File: config.mk
export PLATFORM = sky130hd
export DESIGN_NAME = uart_led_command_decoder
export DESIGN_NICKNAME = d
export VERILOG_FILES = /design/src/rtl/uled_pkg.sv /design/src/rtl/uled_blink.sv /design/src/rtl/uled_out_buf.sv /design/src/rtl/uart_led_command_decoder.sv
export SDC_FILE = /design/constraint.sdc
export NUM_CORES = 1
export LEC_CHECK = 0
export BUFFER_PORTS_ARGS = -buffer_cell sky130_fd_sc_hd__buf_2
export CELL_PAD_IN_SITES_DETAIL_PLACEMENT = 1
export CELL_PAD_IN_SITES_GLOBAL_PLACEMENT = 2
export CORE_ASPECT_RATIO = 0.8
export CORE_UTILIZATION = 36
export CTS_CLUSTER_DIAMETER = 200
export DETAILED_ROUTE_END_ITERATION = 16
export GPL_ROUTABILITY_DRIVEN = 0
export HOLD_SLACK_MARGIN = 0.08
export PLACE_DENSITY = 0.88
export SYNTH_ARGS = -nofsm -noshare
export SYNTH_HDL_FRONTEND = slang
export SYNTH_SLANG_ARGS = --single-unit
File: constraint.sdc
create_clock -name aclk -period 4.9 [get_ports aclk]
set_input_delay 0.98 -clock aclk [delete_from_list [all_inputs] [get_ports aclk]]
set_output_delay 0.98 -clock aclk [all_outputs]
set_load 0.02 [all_outputs]
File: src/rtl/uled_pkg.sv
// Shared types, constants and the command text table for the UART LED command decoder.
// No dependencies; every other file in rtl/ imports this package.
package uled_pkg;

    localparam int          DEFAULT_COUNT_WIDTH = 24;
    localparam int          CFG_W               = 24;
    localparam logic [23:0] BLINK_HALF_RESET    = 24'd2000001;

    localparam logic [7:0] CHAR_LF = 8'h0A;
    localparam logic [7:0] CHAR_CR = 8'h0D;

    localparam int         POS_W   = 4;
    localparam logic [3:0] POS_MAX = 4'd15;

    localparam int NUM_CMDS    = 6;
    localparam int CMD_MAX_LEN = 11;

    localparam logic [NUM_CMDS-1:0] ALIVE_ALL = '1;

    // Command text, first character in the top byte, padded with blanks to the
    // longest command. Characters past a command's length are never compared.
    // The closing carriage return is written as an octal escape.
    localparam logic [8*CMD_MAX_LEN-1:0] CMD_STR [NUM_CMDS] = '{
        "LED1 ON\015   ",
        "LED1 OFF\015  ",
        "LED2 ON\015   ",
        "LED2 OFF\015  ",
        "LED1 BLINK\015",
        "LED2 BLINK\015"
    };

    localparam logic [3:0] CMD_LEN [NUM_CMDS] = '{
        4'd8, 4'd9, 4'd8, 4'd9, 4'd11, 4'd11
    };

    typedef enum logic [2:0] {
        CMD_NONE       = 3'd0,
        CMD_LED1_ON    = 3'd1,
        CMD_LED1_OFF   = 3'd2,
        CMD_LED2_ON    = 3'd3,
        CMD_LED2_OFF   = 3'd4,
        CMD_LED1_BLINK = 3'd5,
        CMD_LED2_BLINK = 3'd6
    } cmd_code_t;

    typedef struct packed {
        cmd_code_t command_code;
        logic      line_done;
        logic      led2_level;
        logic      led1_level;
    } result_t;

    typedef struct packed {
        logic advance;
        logic restart;
    } blink_ctrl_t;

    function automatic logic [7:0] cmd_char(input int k, input logic [3:0] pos);
        int idx;
        idx = int'(pos);
        if (idx < CMD_MAX_LEN) begin
            return CMD_STR[k][(CMD_MAX_LEN - 1 - idx) * 8 +: 8];
        end
        return 8'h00;
    endfunction

endpackage

File: src/rtl/uled_blink.sv
// Blink timer for one LED: tick counter and phase bit.
// Depends on uled_pkg for the control struct and the register width.
module uled_blink #(
    parameter int COUNT_WIDTH = uled_pkg::DEFAULT_COUNT_WIDTH
) (
    input  logic                       aclk,
    input  logic                       aresetn,
    input  uled_pkg::blink_ctrl_t      ctrl,
    input  logic [uled_pkg::CFG_W-1:0] half_period,
    output logic                       phase_next
);
    import uled_pkg::*;

    localparam int CMP_W = (COUNT_WIDTH + 1 > CFG_W) ? COUNT_WIDTH + 1 : CFG_W;

    logic [COUNT_WIDTH-1:0] count_reg, count_next;
    logic                   phase_reg;
    logic [COUNT_WIDTH:0]   count_inc;
    logic [CFG_W-1:0]       period_nz;
    logic                   wrap;

    assign count_inc = {1'b0, count_reg} + {{COUNT_WIDTH{1'b0}}, 1'b1};
    assign period_nz = (half_period == '0) ? CFG_W'(1) : half_period;
    // A full counter always wraps, which limits the half period to 2^COUNT_WIDTH ticks.
    assign wrap = (CMP_W'(count_inc) >= CMP_W'(period_nz)) || (&count_reg);

    always_comb begin
        count_next = count_reg;
        phase_next = phase_reg;
        if (ctrl.restart) begin
            count_next = '0;
            phase_next = 1'b1;
        end else if (ctrl.advance) begin
            if (wrap) begin
                count_next = '0;
                phase_next = ~phase_reg;
            end else begin
                count_next = count_inc[COUNT_WIDTH-1:0];
            end
        end
    end

    always_ff @(posedge aclk) begin
        if (!aresetn) begin
            count_reg <= '0;
            phase_reg <= 1'b0;
        end else begin
            count_reg <= count_next;
            phase_reg <= phase_next;
        end
    end

endmodule

File: src/rtl/uled_out_buf.sv
// Two-entry output buffer (output register plus skid register) for result words.
// Depends on uled_pkg for the result word type.
module uled_out_buf (
    input  logic              aclk,
    input  logic              aresetn,
    input  logic              in_valid,
    output logic              in_ready,
    input  uled_pkg::result_t in_data,
    output logic              out_valid,
    input  logic              out_ready,
    output uled_pkg::result_t out_data
);
    import uled_pkg::*;

    logic    out_valid_reg, out_valid_next;
    logic    skid_valid_reg, skid_valid_next;
    result_t out_data_reg, out_data_next;
    result_t skid_data_reg, skid_data_next;

    assign in_ready  = !skid_valid_reg;
    assign out_valid = out_valid_reg;
    assign out_data  = out_data_reg;

    always_comb begin
        out_valid_next  = out_valid_reg;
        skid_valid_next = skid_valid_reg;
        out_data_next   = out_data_reg;
        skid_data_next  = skid_data_reg;
        // Pop first; the skid word moves up into the output register.
        if (out_valid_reg && out_ready) begin
            out_valid_next  = skid_valid_reg;
            out_data_next   = skid_data_reg;
            skid_valid_next = 1'b0;
        end
        if (in_valid && !skid_valid_reg) begin
            if (!out_valid_next) begin
                out_valid_next = 1'b1;
                out_data_next  = in_data;
            end else begin
                skid_valid_next = 1'b1;
                skid_data_next  = in_data;
            end
        end
    end

    always_ff @(posedge aclk) begin
        if (!aresetn) begin
            out_valid_reg  <= 1'b0;
            skid_valid_reg <= 1'b0;
        end else begin
            out_valid_reg  <= out_valid_next;
            skid_valid_reg <= skid_valid_next;
        end
    end

    always_ff @(posedge aclk) begin
        out_data_reg  <= out_data_next;
        skid_data_reg <= skid_data_next;
    end

endmodule

File: src/rtl/uart_led_command_decoder.sv
// Top level of the UART LED command decoder: line matcher, LED flags and output channel.
// Depends on uled_pkg, uled_blink and uled_out_buf.
//
//  channel | signals                             | word
//  --------+-------------------------------------+--------------------------------------
//  s_      | s_tvalid s_tready s_tdata s_tuser   | tuser byte_valid; tdata rx_byte, tick
//  m_      | m_tvalid m_tready m_tdata m_tlast   | tlast line_done; tdata levels, code
//  cfg_    | cfg_valid cfg_ready cfg_data        | blink_half_period
//
// One input word is accepted per cycle unless input stalls; its result word is registered in
// the output buffer. Matching, LED flags and blink timers update in the accept cycle.
// A two-entry output buffer keeps input flowing while one result waits; input stalls
// only when both entries are full. Reset is synchronous and active low, with no clearing pass.
module uart_led_command_decoder #(
    parameter int COUNT_WIDTH = uled_pkg::DEFAULT_COUNT_WIDTH
) (
    input  logic        aclk,
    input  logic        aresetn,
    input  logic        s_tvalid,
    output logic        s_tready,
    input  logic [15:0] s_tdata,   // [7:0] rx_byte, [8] tick, [15:9] zero
    input  logic        s_tuser,   // [0] byte_valid
    output logic        m_tvalid,
    input  logic        m_tready,
    output logic [7:0]  m_tdata,   // [0] led1_level, [1] led2_level, [4:2] command_code
    output logic        m_tlast,
    input  logic        cfg_valid,
    output logic        cfg_ready,
    input  logic [23:0] cfg_data
);
    import uled_pkg::*;

    logic [CFG_W-1:0]    half_period_reg;
    logic [POS_W-1:0]    line_pos_reg, line_pos_next;
    logic [NUM_CMDS-1:0] alive_reg, alive_next;
    logic                prev_cr_reg, prev_cr_next;
    logic [1:0]          on_reg, on_next;
    logic [1:0]          blink_reg, blink_next;
    logic [1:0]          restart;
    logic [1:0]          phase_next;
    blink_ctrl_t         blink_ctrl [2];

    logic       in_fire;
    logic [7:0] rx_byte;
    logic       tick;
    logic       byte_ok;
    logic       line_end;
    cmd_code_t  code;
    result_t    result;
    result_t    out_word;

    assign rx_byte  = s_tdata[7:0];
    assign tick     = s_tdata[8];
    assign in_fire  = s_tvalid && s_tready;
    assign byte_ok  = s_tuser && (rx_byte != 8'h00);
    assign line_end = byte_ok && (rx_byte == CHAR_LF) && prev_cr_reg;

    assign cfg_ready = 1'b1;

    always_ff @(posedge aclk) begin
        if (!aresetn) begin
            half_period_reg <= BLINK_HALF_RESET;
        end else if (cfg_valid && cfg_ready) begin
            half_period_reg <= cfg_data;
        end
    end

    // The first command whose prefix is still alive at its full length wins.
    always_comb begin
        code = CMD_NONE;
        for (int k = NUM_CMDS - 1; k >= 0; k--) begin
            if (alive_reg[k] && (line_pos_reg == CMD_LEN[k])) begin
                code = cmd_code_t'(3'(k + 1));
            end
        end
    end

    always_comb begin
        line_pos_next = line_pos_reg;
        alive_next    = alive_reg;
        prev_cr_next  = prev_cr_reg;
        on_next       = on_reg;
        blink_next    = blink_reg;
        restart       = 2'b00;
        if (byte_ok) begin
            if (line_end) begin
                line_pos_next = '0;
                alive_next    = ALIVE_ALL;
                prev_cr_next  = 1'b0;
                case (code)
                    CMD_LED1_ON: begin
                        on_next[0]    = 1'b1;
                        blink_next[0] = 1'b0;
                    end
                    CMD_LED2_ON: begin
                        on_next[1]    = 1'b1;
                        blink_next[1] = 1'b0;
                    end
                    CMD_LED1_OFF: begin
                        on_next[0]    = 1'b0;
                        blink_next[0] = 1'b0;
                    end
                    CMD_LED2_OFF: begin
                        on_next[1]    = 1'b0;
                        blink_next[1] = 1'b0;
                    end
                    CMD_LED1_BLINK: begin
                        on_next[0]    = 1'b0;
                        blink_next[0] = 1'b1;
                        restart[0]    = 1'b1;
                    end
                    CMD_LED2_BLINK: begin
                        on_next[1]    = 1'b0;
                        blink_next[1] = 1'b1;
                        restart[1]    = 1'b1;
                    end
                    default: begin
                    end
                endcase
            end else begin
                for (int k = 0; k < NUM_CMDS; k++) begin
                    if ((line_pos_reg >= CMD_LEN[k]) || (cmd_char(k, line_pos_reg) != rx_byte)) begin
                        alive_next[k] = 1'b0;
                    end
                end
                if (line_pos_reg < POS_MAX) begin
                    line_pos_next = line_pos_reg + 4'd1;
                end
                prev_cr_next = (rx_byte == CHAR_CR);
            end
        end
    end

    always_ff @(posedge aclk) begin
        if (!aresetn) begin
            line_pos_reg <= '0;
            alive_reg    <= ALIVE_ALL;
            prev_cr_reg  <= 1'b0;
            on_reg       <= 2'b00;
            blink_reg    <= 2'b00;
        end else if (in_fire) begin
            line_pos_reg <= line_pos_next;
            alive_reg    <= alive_next;
            prev_cr_reg  <= prev_cr_next;
            on_reg       <= on_next;
            blink_reg    <= blink_next;
        end
    end

    // The tick acts on the blink flags as they were before this word's command.
    for (genvar g = 0; g < 2; g++) begin : g_blink
        assign blink_ctrl[g].advance = in_fire && tick && blink_reg[g];
        assign blink_ctrl[g].restart = in_fire && restart[g];

        uled_blink #(
            .COUNT_WIDTH(COUNT_WIDTH)
        ) u_blink (
            .aclk       (aclk),
            .aresetn    (aresetn),
            .ctrl       (blink_ctrl[g]),
            .half_period(half_period_reg),
            .phase_next (phase_next[g])
        );
    end

    always_comb begin
        result.led1_level   = blink_next[0] ? phase_next[0] : on_next[0];
        result.led2_level   = blink_next[1] ? phase_next[1] : on_next[1];
        result.line_done    = line_end;
        result.command_code = line_end ? code : CMD_NONE;
    end

    uled_out_buf u_out_buf (
        .aclk     (aclk),
        .aresetn  (aresetn),
        .in_valid (s_tvalid),
        .in_ready (s_tready),
        .in_data  (result),
        .out_valid(m_tvalid),
        .out_ready(m_tready),
        .out_data (out_word)
    );

    assign m_tdata = {3'b000, out_word.command_code, out_word.led2_level, out_word.led1_level};
    assign m_tlast = out_word.line_done;

`ifndef SYNTHESIS
    a_code_only_on_line_end: assert property (@(posedge aclk) disable iff (!aresetn)
        (m_tvalid && !m_tlast) |-> (m_tdata[4:2] == CMD_NONE))
        else $error("command code set on a word that does not end a line");

    a_line_state_cleared: assert property (@(posedge aclk) disable iff (!aresetn)
        (in_fire && line_end) |=> ((alive_reg == ALIVE_ALL) && (line_pos_reg == '0) && !prev_cr_reg))
        else $error("line state not cleared after a line end");

    a_flags_exclusive: assert property (@(posedge aclk) disable iff (!aresetn)
        (in_fire && line_end && (code != CMD_NONE)) |=> ((on_reg & blink_reg) == 2'b00))
        else $error("an LED is both on and blinking after a command");

    a_stall_needs_result: assert property (@(posedge aclk) disable iff (!aresetn)
        !s_tready |-> m_tvalid)
        else $error("input stalled with no result waiting");
`endif

endmodule

# After elaboration in Yosys (flattened, before gate mapping)
# Cells that the tools add are included.
dict set report totals {
  register_bits 103
  out_inout_bits 12
  elab_cells 188
}
dict set report classes {
  addsub 4
  magnitude_cmp 7
  n_eq_ne 17
  n_shift 6
  n_mux 75
  n_bitwise 3
  n_reduce_logical 51
}
# op n
set ops {}
lappend ops {{$shiftx A88 B8 Y8 const A} 6}
lappend ops {{$mux W8} 24}
lappend ops {{$mux W24} 3}
lappend ops {{$add A24 B1 Y25 const B} 2}
lappend ops {{$ge A25 B24 Y1} 2}
lappend ops {{$ne A8 B8 Y1} 6}
lappend ops {{$reduce_and A24 Y1} 2}
lappend ops {{$mux W1} 25}
lappend ops {{$logic_not A24 Y1} 1}
lappend ops {{$mux W6} 4}
lappend ops {{$mux W3} 7}
lappend ops {{$reduce_and A3 Y1} 7}
lappend ops {{$eq A8 B4 Y1 const B} 2}
lappend ops {{$logic_and A1 B1 Y1} 16}
lappend ops {{$reduce_bool A2 Y1} 7}
lappend ops {{$eq A4 B4 Y1 const B} 3}
lappend ops {{$ge A4 B4 Y1 const B} 3}
lappend ops {{$mux W2} 6}
lappend ops {{$reduce_or A2 Y1} 6}
lappend ops {{$eq A3 B3 Y1 const B} 3}
lappend ops {{$logic_or A1 B1 Y1} 8}
lappend ops {{$lt A4 B4 Y1 const B} 2}
lappend ops {{$mux W4} 2}
lappend ops {{$pmux W1 S2} 4}
lappend ops {{8 further kinds} 12}

# Logic depth before layout (Yosys ltp)
# Gate-level depths: netlist (run 1).
dict set report logic_depth {
  word_depth 17
  mapped_depth 21
  ltp_nobuf 18
}

# Hierarchy
# A second synthesis (run 1) with hierarchy kept.
dict set report unflattened {
  cells_unflattened 1043
  hier_area_um2 8398.1
}
# module n_inst cells_each area_per_inst_um2 seq_area_each_um2
set modules_own_cells {}
lappend modules_own_cells {uart_led_command_decoder 1 408 3126.7 780.7}
lappend modules_own_cells {{uled_blink at g_blink[1].u_blink} 1 298 2363.5 500.5}
lappend modules_own_cells {{uled_blink at g_blink[0].u_blink} 1 299 2347.3 500.5}
lappend modules_own_cells {uled_out_buf 1 38 560.5 340.3}

# Least setup slack after synthesis (run 1)
# OpenSTA, ideal clock, no wires.
dict set report synth_timing {
  path_kind {reg-to-reg}
  start {register g_blink[0].u_blink.count_reg[0]}
  end {register g_blink[0].u_blink.count_reg[20]}
  setup_ns 0.070
  t_arrival_ns 3.701
  setup_slack_ns 1.128
  stages_incl_launch_ff 22
  synth_period_minus_slack_ns 3.772
  path_cell_list {dfxtp_1 > ha_1 > and3_1 > buf_2 > nand2_1 > nor2_1 > nand3_1 > nor2_1 > nand2_1 > xnor2_1 > ha_1 > a211oi_1 > nand2_1 > a211oi_1 > a211oi_1 > nor4bb_1 > buf_4 > nand2_1 > nor2_2 > buf_4 > nand3b_1 > a21oi_1}
}
dict set report synth_between {
  elab_chain_cells 4
  word_cells_on_any_way 5
}
# item line_no
set synth_rtl {}
lappend synth_rtl {{from (decl)} uled_blink.sv:16} ;# logic [COUNT_WIDTH-1:0] count_reg, count_next;
lappend synth_rtl {{from (signal assigned)} uled_blink.sv:48} ;# count_reg <= count_next;
lappend synth_rtl {{$add A24 B1 Y25} uled_blink.sv:22} ;# assign count_inc = {1'b0, count_reg} + {{COUNT_WIDTH{1'b0}}, 1'b1};
lappend synth_rtl {{$ge A25 B24 Y1} uled_blink.sv:25} ;# assign wrap = (CMP_W'(count_inc) >= CMP_W'(period_nz)) || (&count_reg);
lappend synth_rtl {{$logic_or A1 B1 Y1} uled_blink.sv:25}
lappend synth_rtl {{$mux W24 *} uled_blink.sv:34} ;# if (wrap) begin
# Mark *: on every way between the ends. The rest lies on a longest branch, timed or not.
# A chain may end at the register's enable or synchronous reset.

# Worst setup path in the final report (run 1)
dict set report layout_timing {
  start {register g_blink[0].u_blink.count_reg[5]}
  end {register g_blink[0].u_blink.count_reg[5]}
}
# The elaborated chain is that of the path after synthesis.

==> metrics.yaml, run 1 <==
outcome:
  status: "finished, final reports clean"
placed_design:
  dpl.hpwl_um: 16160
  post-place-ws_ps: 403.7
  port_buffers: 46
  dpl_cell_area_mm2: 0.007846
timing:
  worst_slew_pin_slew_ps: 953.8
  relSlewSlack_pct: 36.26
  finalSetupViolations: 0
  timing.fmax_mhz: 220.1
  finalMaxSlewViolations: 0
  tns_ps: 0
  rsz0062_at_grt: "no"
  finalCritPeriodShare_pct: 92.73
  skew_ps: 5.575
  finalHoldViolations: 0
  min_period_ps: 4544
  postLayoutSetupSlackWorst_ps: 356.1
global_routing:
  grt.total_usage_pct: 21.41
  grt_pass1_wl_um: 35980
  grt_antenna_before_repair: 3
  globalRouteOverflowTotal: 0
  grt_start_max_net_pins: 39
  grt_pass1_vias: 6763
worst_setup_path:
  crit_arrival_ps: 4760
  r2r_end: "g_blink[0].u_blink.count_reg[5]"
  crit-reg2reg-launch: "g_blink[0].u_blink.count_reg[5]"
  start_kind: "register"
  critical_path_class: "register to register"
  timing.critical_path.slowest_stage_cell: "or4b_1"
  rr_worst_depth: 18
  end_kind: "register"
  r2r_slack_ps: 360
  slowest_delay_ps: 690
  cp_cell_sequence: "and4_1 > nand2_1 > or4b_1 > nor2_1 > nand3_1 > xnor2_1 > ha_1 > nand3_1 > a211oi_1 > o221ai_1 > a211oi_1 > nor4bb_1 > buf_4 > nand2_1 > buf_4 > o21ai_0 > a22oi_1 > nor2_1"
  cp.required_ps: 5120
  crit_fanout: 11
clocking:
  cts_max_level: 3
  clockRootBuffer: "clkbuf_16"
  clock_sinks: 103
  post_cts_buffers: 0
  insertion_delay_ps: 360
  cts_buffers: 9
  clk_pin_slew_ps: 70
  clockBufferDepth: 2
  cts_tree: "yes"
power_and_ir_drop:
  ir_worst_vdd_v: 0.0001331
  power_leakage_nw: 3.219
  p_per_area_mw_per_mm2: 232.3
routing:
  drtAntennaViolNets: 0
  avgViaCountPerCell: 5.652
  vias: 6946
  dr.pass1.iters: 5
  post-route-drc-count: 0
  drt_iter0_markers: 420
  wl_per_cell_um: 17.55
  wirelength_um: 21570
synth:
  ys_types: 76
  async_flop_share_pct: 0
  synth.largest_area_cell: "dfxtp_1"
  synth.most_common_cell: "dfxtp_1"
  avgSynthCellArea_um2: 7.868
  yosysTopAreaCellShare_pct: 26.09
  synthesis.area_mm2: 0.007443
  synth_area_leaders: "dfxtp_1, ha_1, xnor2_1"
  ys_seq_elements: 103
  synth_edf_count: 6
  yosys_warnings: 0
  syn_inst: 946
  yosys-top-cells-count: "dfxtp_1, nand2_1, nor2_1, a21oi_1"
  synthFlopType: "dfxtp_1"
  ys_seq_area_share_pct: 28.51
cells_and_area:
  drive_gt1_share_pct: 9.232
  areaGrowthSynthToFinish_pct: 9.195
  fin_nets: 1057
  largest_reg_flops: 48
  fin_area_mm2: 0.008128
floorplan:
  core_area_mm2: 0.02003
  pin_count: 58
  start_util_pct: 37.16
  die_area_mm2: 0.02126
  die_w_um: 162.8
  row_count: 46
  die_y_um: 130.6
hold_path:
  worstHoldPathType: "register to register"
  hold_path.startpoint: "g_blink[0].u_blink.count_reg[22]"
  hold_depth: 2
  holdPathEnd: "g_blink[0].u_blink.count_reg[22]"
flow_run:
  cap_violations: 0
how the worst max path moves through the flow:
| stage | end | slack [ps] | startpoint |
|---|---|---|---|
| floorplan | g_blink[0].u_blink.count_reg[20] | 1130 | g_blink[0].u_blink.count_reg[0] |
| global placement | g_blink[0].u_blink.count_reg[20] | 520 | g_blink[0].u_blink.count_reg[0] |
| detailed placement | g_blink[0].u_blink.count_reg[10] | 400 | g_blink[0].u_blink.count_reg[0] |
| CTS | g_blink[0].u_blink.count_reg[10] | 340 | g_blink[0].u_blink.count_reg[0] |
| global route | g_blink[0].u_blink.count_reg[10] | 20 | g_blink[0].u_blink.count_reg[0] |
| finish | g_blink[0].u_blink.count_reg[5] | 360 | g_blink[0].u_blink.count_reg[5] |
metal layers:
metal  vias up  share of wire, %  global-route usage, %
met5         -              0.10                      0
met3        25               4.2                  3.630
met2       128                44                  34.09
met1      3362                51                  29.89
met4         4               1.3                  5.607
li1       3427                 -                      -
cells by family after synthesis:
| group | count (synthesis) | synth area share (%) |
|---|---|---|
| other | 2 | 0.1009 |
| AO/OA/AOI/OAI | 227 | 20.05 |
| adder cells (fa/ha/maj) | 50 | 8.405 |
| buffers and inverters | 88 | 4.942 |
| AND/OR/NAND/NOR | 381 | 26.27 |
| multiplexers | 20 | 2.706 |
| flip-flops | 103 | 28.51 |
| XOR/XNOR | 75 | 9.010 |
per-stage QoR:
step | util [%] | hold slack [ps] | total power, mW | instances
2_1_floorplan | - | 444.0 | 1.104 | 948
3_3_place_gp | 39.17 | 465.5 | 1.183 | 1214
3_5_place_dp | 39.17 | 467.6 | 1.189 | 1214
4_1_cts | 40.53 | 487.3 | 1.908 | 1228
5_1_grt | 40.57 | 508.7 | 1.973 | 1228
6_report | 40.58 | 481.3 | 1.888 | 1229
layout by cell type (no fill, tap or decap), drive strengths merged, types with 10 or more instances in the layout:
master / netlist / layout
nand2: 94 / 94
nor3: 14 / 14
inv: 34 / 34
nand4: 29 / 29
a211oi: 10 / 10
xor2: 30 / 30
o211ai: 12 / 12
nor2b: 32 / 32
a2bb2oi: 14 / 14
and3: 16 / 16
mux2i: 19 / 19
a21oi: 65 / 65
clkbuf: 37 / 12
ha: 50 / 50
o21ai: 52 / 52
nor4: 13 / 13
buf: 17 / 56
xnor2: 44 / 44
nand3: 42 / 42
nor2: 94 / 94
dfxtp: 97 / 97
where the power goes:
group          internal [mW]  leakage, nW  total [mW]  switching (mW)
registers              0.871        0.850       0.901          0.0299
clock network          0.391        0.133       0.717           0.326
logic                  0.104         2.24       0.270           0.167
cell type report:
cell class	count	area (um^2)
fill	2527	11900
multi-input combinational	757	4969
sequential	103	2122
tap	264	330.3
timing repair buffer	56	305.3
clock buffer	12	236.5
inverter	34	127.6
clock inverter	2	35.03
antenna	1	2.502
worst max-delay path: cells and delay by family, from the launching register on:
| family | cells | cell delay (ps) |
|---|---|---|
| AOI/OAI and AO/OA | 5 | 1060 |
| xor gates and xnor gates | 1 | 170 |
| adders and majority gates | 1 | 320 |
| buffers and inverters | 2 | 430 |
| DFF | 1 | 470 |
| and+or+nand+nor | 9 | 1950 |
timing repair:
item,CTS,global route
endpoints found under the hold margin,0,0
hold buffers,0,0
resized for setup,0,2
setup endpoints to repair,0,16
Power figures use the tool's default switching activity.
==> run 2: changes to the inputs <==
--- a/config.mk
+++ b/config.mk
@@ -9,12 +9,13 @@
 export CELL_PAD_IN_SITES_DETAIL_PLACEMENT = 1
 export CELL_PAD_IN_SITES_GLOBAL_PLACEMENT = 2
 export CORE_ASPECT_RATIO = 0.8
-export CORE_UTILIZATION = 36
+export CORE_UTILIZATION = 37
 export CTS_CLUSTER_DIAMETER = 200
 export DETAILED_ROUTE_END_ITERATION = 16
 export GPL_ROUTABILITY_DRIVEN = 0
 export HOLD_SLACK_MARGIN = 0.08
-export PLACE_DENSITY = 0.88
+export PLACE_DENSITY = 0.89
 export SYNTH_ARGS = -nofsm -noshare
 export SYNTH_HDL_FRONTEND = slang
+export SYNTH_HIERARCHICAL = 1
 export SYNTH_SLANG_ARGS = --single-unit
==> metrics.yaml, run 2 <==
timing:
  finalSetupViolations: 0  # unchanged
  finalCritPeriodShare_pct: 93.79  # +1.1 points
  timing.fmax_mhz: 217.6  # -1.1%
  rsz0062_at_grt: "no"
  worst_slew_pin_slew_ps: 915.6  # -38.12 ps
  finalMaxSlewViolations: 0  # unchanged
  skew_ps: 14.13  # +8.552 ps
  min_period_ps: 4596  # +51.83 ps
  relSlewSlack_pct: 38.96  # +2.7 points
  tns_ps: 0  # unchanged
  finalHoldViolations: 0  # unchanged
worst_setup_path:
  start_kind: "register"
  crit_path_frequent_cell: "nor2_1"
  end_kind: "register"
  cp_cell_sequence: "ha_2 > nand4_1 > nor4_4 > nand3_2 > or2_1 > nor2_1 > xor2_1 > ha_1 > and3_1 > a221oi_4 > o41ai_2 > or3_4 > a211oi_1 > nor2_1 > o32a_1 > mux2_4"
  crit_arrival_ps: 4840  # +80 ps
  slowest_delay_ps: 450  # -240 ps
  crit_path_end: "u_out_buf/out_data[0]"
  path_buf_inv: 0  # -2
  crit_fanout: 6  # -5
  crit-reg2reg-launch: "g_blink[0].u_blink/count_reg[0]"
  cp_num_cells: 16  # -2
  timing.critical_path.slowest_stage_cell: "dfxtp_1"
  rr_worst_depth: 16  # -2
  r2r_slack_ps: 300  # -50 ps
  r2r_end: "u_out_buf/out_data[0]"
  critical_path_class: "register to register"
  crit_start: "g_blink[0].u_blink/count_reg[0]"
  cp.required_ps: 5150  # +30 ps
  cp_top_family: "simple AND/OR/NAND/NOR gates"
floorplan:
  die_y_um: 136.8  # +4.7%
  core_area_mm2: 0.02192  # +9.4%
  row_count: 48  # +4.3%
  pin_count: 58  # unchanged
  die_w_um: 170.4  # +4.7%
  start_util_pct: 38.31  # +1.1 points
  die_area_mm2: 0.02331  # +9.6%
synth:
  synthMuxAreaShare_pct: 4.976  # +2.3 points
  synthFlopType: "dfxtp_1"
  synth_compound_area_share_pct: 17.55  # -2.5 points
  avgSynthCellArea_um2: 8.052  # +2.3%
  synth_xor_area_share_pct: 6.883  # -2.1 points
  ys_seq_area_share_pct: 25.27  # -3.2 points
  yosysTopAreaCellShare_pct: 23.12  # -3.0 points
  synthAdderAreaFrac_pct: 8.194  # -0.21 points
  async_flop_share_pct: 0  # unchanged
  syn_inst: 1043  # +10%
  yosys_warnings: 6  # +6
  synth_area_leaders: "dfxtp_1, ha_1, xnor2_1"
  synth.largest_area_cell: "dfxtp_1"
  synthesis.area_mm2: 0.008398  # +13%
  ys_types: 97  # +28%
  synth-simple-area-share_pct: 29.86  # +3.6 points
  synth_top_family_by_area: "simple AND/OR/NAND/NOR gates"
  synth_edf_count: 6  # unchanged
  ys_seq_elements: 103  # unchanged
  synth.most_common_cell: "dfxtp_1"
  yosys-top-cells-count: "dfxtp_1, nand2_1, inv_1, nor2_1, a21oi_1"
cells_and_area:
  largest_reg_flops: 48  # unchanged
  final_cell_mix: "dfxtp_1, nand2_1, inv_1, nor2_1, a21oi_1"
  fin_nets: 1158  # +9.6%
  final_common_cell: "dfxtp_1"
  drive_gt1_share_pct: 12.90  # +3.7 points
  areaGrowthSynthToFinish_pct: 9.058
  final_util_pct: 41.78  # +1.2 points
  fin_area_mm2: 0.009159  # +13%
  stdcell_count: 1363  # +11%
clocking:
  post_cts_buffers: 0  # unchanged
  clockRootBuffer: "clkbuf_16"
  clockBufferDepth: 2  # unchanged
  cts_buffers: 9  # unchanged
  clock_sinks: 103  # unchanged
  cts_tree: "yes"
  cts_max_level: 3  # unchanged
  ctsHoldBuffers: 0  # unchanged
  insertion_delay_ps: 370  # about the same
  clk_pin_slew_ps: 80  # about the same
routing:
  wirelength_um: 24840  # +15%
  drt_iter0_markers: 464  # +10%
  wl_per_cell_um: 18.22  # +3.8%
  avgViaCountPerCell: 5.633  # -0.33%
  dr.pass1.iters: 5  # unchanged
  post-route-drc-count: 0  # unchanged
  vias: 7678  # +11%
  drtAntennaViolNets: 0  # unchanged
global_routing:
  grt.total_usage_pct: 21.96  # +0.55 points
  grt_pass1_vias: 7611  # +13%
  grt_start_max_net_pins: 40  # +2.6%
  grt_pass1_wl_um: 40070  # +11%
  globalRouteOverflowTotal: 0  # unchanged
  grt_antenna_before_repair: 1  # -2
outcome:
  status: "finished, final reports clean"
placed_design:
  port_buffers: 46  # unchanged
  dpl.hpwl_um: 18490  # +14%
  dpl_cell_area_mm2: 0.008832  # +13%
  place_inst: 1346  # +11%
hold_path:
  worstHoldPathType: "register to register"
  hold_path.startpoint: "alive_reg[5]"
power_and_ir_drop:
  power_mw: 2.039  # +8.0%
  power_leakage_nw: 3.741  # +16%
  ir_worst_vdd_v: 0.0001705  # +28%
  p_per_area_mw_per_mm2: 222.7  # -4.1%
flow_run:
  cap_violations: 0  # unchanged
-- run 2: cell types whose count changed after synthesis, sizes merged, moves of 9 or more --
cell / previous run / this run
nand2b: 6 / 31
inv: 34 / 69
a2bb2oi: 14 / 0
mux2: 1 / 12
o21ai: 52 / 41
a31o: 2 / 11
nand3: 42 / 58
nor4: 13 / 25
buf: 17 / 26
nor2: 94 / 61
nand2: 94 / 79
-- run 2: worst min path at each step --
stage                         endpoint  slack, ps  cells past startpoint
final                     alive_reg[5]        480                      2
after global routing      alive_reg[5]        520                      2
after CTS                 alive_reg[5]        480                      2
after detailed placement  alive_reg[5]        470                      2
after global placement    alive_reg[5]        460                      2
after floorplan           alive_reg[5]        440                      2
-- run 2: area by class of cell --
type                            count  area [um^2]
Multi-Input combinational cell    806         5687
Tap cell                          300        375.4
Clock inverter                      6        92.59
Fill cell                        2677        12760
Clock buffer                       10        229.0
Timing Repair Buffer               67        387.9
Inverter                           70        262.8
Sequential cell                   103         2122
Antenna cell                        1        2.502
-- run 2: report_power, final --
group / internal (mW) / switching (mW)
sequential: 0.876 / 0.0495
clock: 0.452 / 0.351
combinational: 0.132 / 0.179
-- run 2: cells by family (layout without fill, tap and decap cells) --
group | after synthesis | count (layout)
AOI/OAI and AO/OA | 216 | 216
xor gates and xnor gates | 66 | 66
adders and majority gates | 55 | 55
buffers and inverters | 136 | 153
DFF | 103 | 103
muxes | 38 | 38
other | 2 | 5
and+or+nand+nor | 427 | 427
-- run 2: tightest hold or removal path: stages (launching register included) --
cell,delay [ps]
dfxtp_1,320
nand2_1,60
o31ai_1,50
-- run 2: metrics by stage --
step,hold WS [ps],setup slack [ps]
2_1_floorplan,443.8,860.6
3_3_place_gp,463.9,468.6
3_5_place_dp,467.8,336.6
4_1_cts,480.1,290.1
5_1_grt,522.6,70.59
6_report,480.4,304.3
-- run 2: layer usage --
layer | track usage (%) | part of all wire, %
met4 | 5.005 | 1.4
met1 | 30.83 | 51
met3 | 3.615 | 3.3
met5 | 0 | 0
met2 | 35.02 | 44
-- run 2: what timing repair did --
| action | CTS | global route |
|---|---|---|
| endpoints found under the setup margin | 0 | 1 |
| endpoints found under the hold margin | 0 | 0 |
| gates resized for setup | 0 | 1 |
==> run 3: changes to the inputs <==
--- a/config.mk
+++ b/config.mk
@@ -15,6 +15,7 @@
 export GPL_ROUTABILITY_DRIVEN = 0
 export HOLD_SLACK_MARGIN = 0.08
 export PLACE_DENSITY = 0.89
+export REMOVE_ABC_BUFFERS = 1
 export SYNTH_ARGS = -nofsm -noshare
 export SYNTH_HDL_FRONTEND = slang
 export SYNTH_HIERARCHICAL = 1
==> metrics.yaml, run 3 (synthesis gave the netlist of run 2 again) <==
outcome:
  status: "finished, final reports clean"
floorplan:
  die_w_um: 170.4  # unchanged
  die_y_um: 136.8  # unchanged
  start_util_pct: 38.31  # unchanged
  pin_count: 58  # unchanged
  die_area_mm2: 0.02331  # unchanged
  core_area_mm2: 0.02192  # unchanged
  row_count: 48  # unchanged
timing:
  postLayoutSetupSlackWorst_ps: 346.5  # +42.21 ps
  finalSetupViolations: 0  # unchanged
  tns_ps: 0  # unchanged
  finalHoldViolations: 0  # unchanged
  timing.fmax_mhz: 219.6  # +0.93%
  min_period_ps: 4554  # -42.21 ps
  worst_slew_pin_slew_ps: 817.7  # -97.91 ps
  finalCritPeriodShare_pct: 92.93  # -0.86 points
  finalMaxSlewViolations: 0  # unchanged
  skew_ps: 11.87  # -2.258 ps
  relSlewSlack_pct: 44.62  # +5.7 points
  rsz0062_at_grt: "no"
routing:
  drtAntennaViolNets: 0  # unchanged
  drt_iter0_markers: 514  # +11%
  avgViaCountPerCell: 5.688  # +0.98%
  dr.pass1.iters: 5  # unchanged
  wl_per_cell_um: 18.33  # +0.59%
  vias: 7742  # +0.83%
  wirelength_um: 24950  # +0.44%
  post-route-drc-count: 0  # unchanged
worst_setup_path:
  start_kind: "register"
  r2r_end: "u_out_buf/out_data[0]"
  crit_arrival_ps: 4810  # -30 ps
  cp_cell_sequence: "ha_1 > nand4_1 > nor4_4 > nand3_2 > or2_1 > nor2_1 > xor2_1 > ha_1 > and3_1 > nand2_1 > o41ai_2 > or3_4 > and4b_1 > nor2_1 > o32a_1 > mux2_4"
  slowest_delay_ps: 730  # +280 ps
  critical_path_class: "register to register"
  rr_worst_depth: 16  # unchanged
  crit-reg2reg-launch: "g_blink[0].u_blink/count_reg[0]"
  cp_top_family: "simple AND/OR/NAND/NOR gates"
  cp.required_ps: 5160  # about the same
  crit_fanout: 6  # unchanged
  r2r_slack_ps: 350  # +40 ps
  end_kind: "register"
  path_buf_inv: 0  # unchanged
  timing.critical_path.slowest_stage_cell: "o41ai_2"
cells_and_area:
  fin_nets: 1156  # -0.17%
  final_common_cell: "dfxtp_1"
  fin_area_mm2: 0.009136  # -0.25%
  drive_gt1_share_pct: 12.83  # -0.070 points
  areaGrowthSynthToFinish_pct: 8.790
  final_cell_mix: "dfxtp_1, nand2_1, inv_1, nor2_1, a21oi_1"
  largest_reg_flops: 48  # unchanged
clocking:
  insertion_delay_ps: 370  # about the same
  cts_buffers: 9  # unchanged
  clockRootBuffer: "clkbuf_16"
  cts_tree: "yes"
  ctsHoldBuffers: 0  # unchanged
  cts_max_level: 3  # unchanged
  post_cts_buffers: 0  # unchanged
  clockBufferDepth: 2  # unchanged
  clk_pin_slew_ps: 80  # about the same
  clock_sinks: 103  # unchanged
flow_run:
  cap_violations: 0  # unchanged
placed_design:
  dpl_cell_area_mm2: 0.008817  # -0.17%
  dpl.hpwl_um: 18790  # +1.6%
  post-place-ws_ps: 230.6  # -106.0 ps
  port_buffers: 46  # unchanged
hold_path:
  worstHoldPathType: "register to register"
  holdPathEnd: "alive_reg[5]"
  hold_depth: 2  # unchanged
  hold_path.startpoint: "alive_reg[5]"
global_routing:
  grt_start_max_net_pins: 47  # +18%
  globalRouteOverflowTotal: 0  # unchanged
  grt.total_usage_pct: 22.03  # +0.079 points
  grt_antenna_before_repair: 1  # unchanged
  grt_pass1_vias: 7436  # -2.3%
  grt_pass1_wl_um: 40260  # +0.48%
power_and_ir_drop:
  power_leakage_nw: 3.740  # about the same
  p_per_area_mw_per_mm2: 219.0  # -1.7%
  ir_worst_vdd_v: 0.0001376  # -19%
run 3: how the worst max path moves through the flow:
stage | startpoint | end | cells after the start
global route | g_blink[0].u_blink/count_reg[0] | g_blink[0].u_blink/count_reg[13] | 15
detailed placement | g_blink[0].u_blink/count_reg[0] | g_blink[0].u_blink/count_reg[13] | 15
finish | g_blink[0].u_blink/count_reg[0] | u_out_buf/out_data[0] | 16
global placement | g_blink[0].u_blink/count_reg[0] | g_blink[0].u_blink/count_reg[13] | 15
CTS | g_blink[0].u_blink/count_reg[0] | g_blink[0].u_blink/count_reg[13] | 15
floorplan | g_blink[1].u_blink/count_reg[0] | u_out_buf/out_data[1] | 14
run 3: where the power goes:
part / total, mW / switching, mW / internal, mW
registers: 0.925 / 0.0489 / 0.876
logic: 0.311 / 0.181 / 0.130
clock network: 0.764 / 0.361 / 0.403
run 3: per-layer routing:
layer / wire length, um / GRT usage [%] / up-vias
met3: 1051 / 3.355 / 9
met2: 10780 / 33.61 / 130
met4: 142 / 3.604 / 0
met5: 0 / 0 / -
met1: 12970 / 32.81 / 3811
li1: - / - / 3792
run 3: worst reg2reg max path, delay by kind of cell (launching register included):
family / cells / cell delay [ps]
AOI/OAI and AO/OA: 2 / 910
xor gates and xnor gates: 1 / 100
adders and majority gates: 2 / 630
DFF: 1 / 470
muxes: 1 / 280
and+or+nand+nor: 10 / 2040
run 3: repair_timing:
action                                 CTS  global route
setup endpoints to repair                0            13
endpoints found under the hold margin    0             0
gates resized for setup                  0             2
run 3: area by class of cell:
cell class / instances / area, um^2
diodes: 1 / 2.502
clock buffers: 9 / 225.2
inverters: 70 / 262.8
flip-flops and latches: 103 / 2122
well taps: 300 / 375.4
repair buffers: 65 / 372.9
clock inverters: 7 / 80.08
fillers: 2689 / 12780
multi-input cells: 806 / 5695
run 3: metrics by stage:
step / hold slack [ps] / power (mW) / util (%) / std cells
after global routing: 515.4 / 2.097 / 41.67 / 1360
final: 495.7 / 2.000 / 41.68 / 1361
after CTS: 496.2 / 2.029 / 41.62 / 1360
after global placement: 462.0 / 1.240 / 40.22 / 1344
after floorplan: 443.8 / 1.132 / - / 979
after detailed placement: 484.8 / 1.253 / 40.22 / 1344
